===== src/nntb_pkg.sv =====
// Shared constants and types of the nearest-neighbor tour builder.
`timescale 1ns / 1ps

package nntb_pkg;

  // Fixed field widths of the ports
  localparam int unsigned CITY_W = 6;
  localparam int unsigned CFG_W  = 7;
  localparam int unsigned DIN_W  = 24;
  localparam int unsigned COST_W = 30;

  // Parameter defaults
  localparam int unsigned MAX_CITIES_DEF = 64;
  localparam int unsigned DIST_BITS_DEF  = 24;

  // Smallest usable city count and reset value of the register
  localparam logic [CFG_W-1:0] MIN_COUNT   = 7'd3;
  localparam logic [CFG_W-1:0] COUNT_RESET = 7'd64;

  // Start value of the running minimum; any stored distance is below it
  localparam logic [COST_W-1:0] NOT_FOUND = 30'd1000000000;
  // Saturation value of the closed tour cost
  localparam logic [COST_W-1:0] COST_MAX  = 30'd1073741823;

  // Control of the shared compare unit
  typedef struct packed {
    logic clr;  // restart the minimum search
    logic cmp;  // compare the candidate on this cycle
  } min_ctl_t;

endpackage


===== src/nntb_argmin.sv =====
// Shared compare unit: running minimum distance and its city, lowest index first.
`timescale 1ns / 1ps

module nntb_argmin
  import nntb_pkg::*;
#(
  parameter int unsigned IDX_W = 6
) (
  input  logic              clk_i,
  input  logic              rst_ni,
  input  min_ctl_t          ctl_i,
  input  logic [IDX_W-1:0]  cand_idx_i,
  input  logic [COST_W-1:0] cand_dist_i,
  output logic [IDX_W-1:0]  best_idx_o,
  output logic [COST_W-1:0] best_dist_o
);

  logic [IDX_W-1:0]  best_idx_q, best_idx_d;
  logic [COST_W-1:0] best_dist_q, best_dist_d;

  // Take a candidate only when strictly smaller, so earlier cities win ties
  always_comb begin
    best_idx_d  = best_idx_q;
    best_dist_d = best_dist_q;
    if (ctl_i.clr) begin
      best_idx_d  = '0;
      best_dist_d = NOT_FOUND;
    end else if (ctl_i.cmp && (cand_dist_i < best_dist_q)) begin
      best_idx_d  = cand_idx_i;
      best_dist_d = cand_dist_i;
    end
  end

  always_ff @(posedge clk_i or negedge rst_ni) begin
    if (!rst_ni) begin
      best_idx_q  <= '0;
      best_dist_q <= NOT_FOUND;
    end else begin
      best_idx_q  <= best_idx_d;
      best_dist_q <= best_dist_d;
    end
  end

  assign best_idx_o  = best_idx_q;
  assign best_dist_o = best_dist_q;

endmodule


===== config.mk =====
export PLATFORM = sky130hd
export DESIGN_NAME = nntb_argmin
export DESIGN_NICKNAME = d
export VERILOG_FILES = /design/src/nntb_pkg.sv /design/src/nntb_argmin.sv
export SDC_FILE = /design/constraint.sdc
export NUM_CORES = 1
export LEC_CHECK = 0
export ABC_AREA = 1
export BUFFER_PORTS_ARGS = -buffer_cell sky130_fd_sc_hd__buf_2
export CORE_ASPECT_RATIO = 1.1
export CORE_UTILIZATION = 45
export DETAILED_ROUTE_END_ITERATION = 10
export GPL_TIMING_DRIVEN = 0
export PLACE_DENSITY = 0.72
export SLEW_MARGIN = 20
export SYNTH_ARGS = -nofsm -noshare
export SYNTH_HDL_FRONTEND = slang
export SYNTH_SLANG_ARGS = --single-unit
export TNS_END_PERCENT = 10

===== constraint.sdc =====
create_clock -name clk_i -period 2.3 [get_ports clk_i]
set_input_delay 0.23 -clock clk_i [delete_from_list [all_inputs] [get_ports clk_i]]
set_output_delay 0.23 -clock clk_i [all_outputs]
set_load 0.01 [all_outputs]

==> metrics.md <==
| Metric | Value |
|---|---|
| Clock transition at path regs | `around 70 ps` |
| Power per cell area | `about 620 nW/um2` |
| Layout cells sized above 1 | `slightly above 30%` |
| PortBufs | `75` |
| Number of global-route vias before repair | `~2100` |
| Post-synthesis mux area share | `0%` |
| Area share of the leading cell type in the synthesized netlist | `between 20% and 30%` |
| Synth unique cells | `25` |
| Vias/cell | `4.861` |
| First-pass DRT Iterations | `4` |
| YS warnings | `0` |
| Setup TNS | `0 ps` |
| Yosys reg bits | `36` |
| Nets | `~470` |
| Final min period | `2112 ps` |
| Synth Area in XOR/XNOR | `0%` |
| Largest family of logic cells by synthesized area | `simple AND/OR/NAND/NOR gates` |
| # IOs | `76` |
| Most used routing layer | `met2` |
| Area contributors post-synth | `dfrtp_1 24%, ha_1 15%, dfstp_2 14%` |
| Fin Clk Skew | `roughly 2.9 ps` |
| Met2 Use GR | `a little over a third` |
| Seq/Total Area, Yosys | `~38%` |
| Pwr Total | `1.863 mW` |
| MaxCap Viol Count | `0` |
| Synth Area in Compound Gates | `around 2.6%` |
| Setup crit end kind | `flip-flop` |
| Startpoint types | `flip-flop` |
| CTS tree | `done` |
| CTS Root Cell | `clkbuf_8` |
| Critical path arrival | `2340 ps` |
| Slew Limit Headroom | `between 40 and 50%` |
| Syn nets | `roughly 380` |
| Mapped Cells | `~310` |
| Required time worst endpoint | `2530 ps` |
| Initial antenna violation count | `0` |
| Num CTS Buffers | `5` |
| Synth Area per Inst | `7.762 um2` |
| Post-Synth Simple-Gate Area | `35.16%` |
| Antenna viol nets, final | `0` |
| Gpl congestion | `0.7984` |
| Htree depth | `2` |
| Fmax | `~470 MHz` |
| Slew @ Worst Pin | `a little over 800 ps` |
| Tcrit/Tclk final | `around 90%` |
| Initial DRC Count | `67` |
| # DRC | `0` |
| Sink Count | `36` |
| Fin. Hold Viols | `0` |
| Final setup viols | `0` |
| Critical path class | `flip-flop to flip-flop` |
| Adder-cell share of the synthesized area | `between 10% and 20%` |
| Largest net degree at the start of global routing | `37` |
| RSZ-0062 raised after global routing | `false` |
| Maximum VDD drop | `302.0 uV` |
| Post-CTS Setup Inserts | `0` |
| Leakage dissipation | `around 1.7 nW` |
| Post-cts hold buffer count | `0` |
| Fin Hold WS | `about 42 ps` |
| Post-synthesis instance area | `around 2400 um2` |
| First-pass GRT wire length | `between 9000 and 10000 um` |
| Core box area | `between 5000 and 6000 um2` |
| Status | `finished clean` |
| Die W | `72.17 um` |
| Filler instances | `about 500` |
| Hold Path Class | `input port to asynchronous set/reset pin` |
| Wire length per cell | `between 10 and 15 um` |
| Die Ht | `slightly below 80 um` |
| Met1 Use GR | `26.82%` |
| Clock insertion delay at the later pin of the skew report | `about 290 ps` |
| Crit-path max FO | `10` |
| Starting Density | `47.78%` |
| Rows | `27` |
| Total track usage | `a little over a fifth` |
| Area delta synth->final | `22.79%` |
| CTS max path bufs | `2` |
| Max Transition Viols Final | `0` |
| GRT Residual Overflow | `0` |
| PostCTS Resize Cnt | `0` |
| Yosys top cell by area | `dfrtp_1` |
| Met3 Track Usage GR | `under 10%` |
| # diodes | `0` |
| Detailed Place HPWL | `4263 um` |
| Final wirelength | `~5700 um` |
| Die ar. | `5715 um2` |
| Vias | `roughly 2300` |
==> final timing paths <==
check / from / cells after the start / slack [ps] / to
max: best_dist_o[29] / 11 / 190 / best_idx_o[5]
max reg2reg: best_dist_o[29] / 11 / 190 / best_idx_o[5]
max in group asynchronous: rst_ni / 1 / 1740 / best_dist_o[0]
min reg2reg: best_dist_o[19] / 2 / 490 / best_dist_o[19]
min in group clk_i: cand_idx_i[4] / 3 / 190 / best_idx_o[4]
min: rst_ni / 1 / 40 / best_dist_o[18]
==> critical path: stages (launching register included) <==
cell	delay, ps
dfstp_2	550
inv_1	40
ha_1	280
nand2_1	80
nor2_2	150
nand2_1	100
nor3_2	170
nand2_2	170
nand2_8	130
buf_4	180
nand3_1	90
nand2_1	100
==> sequential cells by signal, indices dropped and copies added, names as in the netlist <==
register     cells
best_dist_o     30
best_idx_o       6
==> cells by family after synthesis <==
family | count (synthesis)
adders and majority gates | 29
AOI/OAI and AO/OA | 12
DFF | 36
and+or+nand+nor | 180
buffers and inverters | 57
==> power by group <==
group | internal (mW) | switching [mW] | leakage [nW]
clock network | 0.245 | 0.228 | 0.0455
registers | 0.737 | 0.0579 | 0.447
logic | 0.246 | 0.349 | 1.23
==> area by class of cell <==
cell class | instances | area, um2 | area share, %
flip-flops and latches | 36 | 917.1 | 30.64
plain buffers | 15 | 80.08 | 2.676
inverters | 42 | 157.7 | 5.268
well taps | 72 | 90.09 | 3.010
multi-input cells | 221 | 1282 | 42.85
clock buffers | 8 | 90.09 | 3.010
repair buffers | 75 | 375.4 | 12.54
==> stage by stage <==
stage | cell area, um2 | worst slack [ps] | util (%) | cells
final | 2993 | 188.2 | 58.67 | 469
after detailed placement | 2903 | 191.1 | 56.90 | 461
after floorplan | 2437 | 381.2 | - | 314
after CTS | 2993 | 174.7 | 58.67 | 469
after global placement | 2903 | 212.1 | 56.90 | 461
after global routing | 2993 | 6.602 | 58.67 | 469
==> cells in the final DEF (no fill, tap or decap) <==
| master | n |
|---|---|
| nand2_1 | 91 |
| buf_2 | 79 |
| inv_1 | 41 |
| nand3_1 | 38 |
| ha_1 | 29 |
| nand4_1 | 24 |
| dfrtp_1 | 23 |
| or2_2 | 13 |
| dfstp_2 | 13 |
| a21oi_1 | 9 |
| clkbuf_1 | 8 |
| nor2_1 | 7 |
| clkbuf_8 | 6 |
| buf_4 | 3 |
| nand2_2 | 2 |
| nor2_2 | 1 |
| nor3_2 | 1 |
| a21o_1 | 1 |
| o21ai_1 | 1 |
| nand3b_1 | 1 |
| o21ai_0 | 1 |
| nor2_4 | 1 |
| clkinv_1 | 1 |
| nand2_8 | 1 |
| buf_6 | 1 |
| buf_1 | 1 |
==> layer usage <==
layer | part of all wire, % | up-vias | routed length [um]
met1 | 48 | 1033 | 2693
met5 | 0 | - | 0
met3 | 4.6 | 8 | 260
met2 | 47 | 53 | 2643
met4 | 1.3 | 0 | 72
li1 | - | 1186 | -
==> Yosys cell counts <==
cell      count
nor2_2        1
a21o_1        1
nand2_1      91
nor2_1        7
buf_4         3
nor3_2        1
inv_1        41
o21ai_0       1
nand2_2       2
nand4_1      24
buf_1         1
ha_1         29
clkinv_1      1
nand3_1      38
dfstp_2      13
buf_2         4
nand3b_1      1
a21oi_1       9
nand2_8       1
dfrtp_1      23
o21ai_1       1
nor2_4        1
or2_2        13
buf_6         1
clkbuf_1      6
No activity file was read; power rests on OpenSTA's default activity.
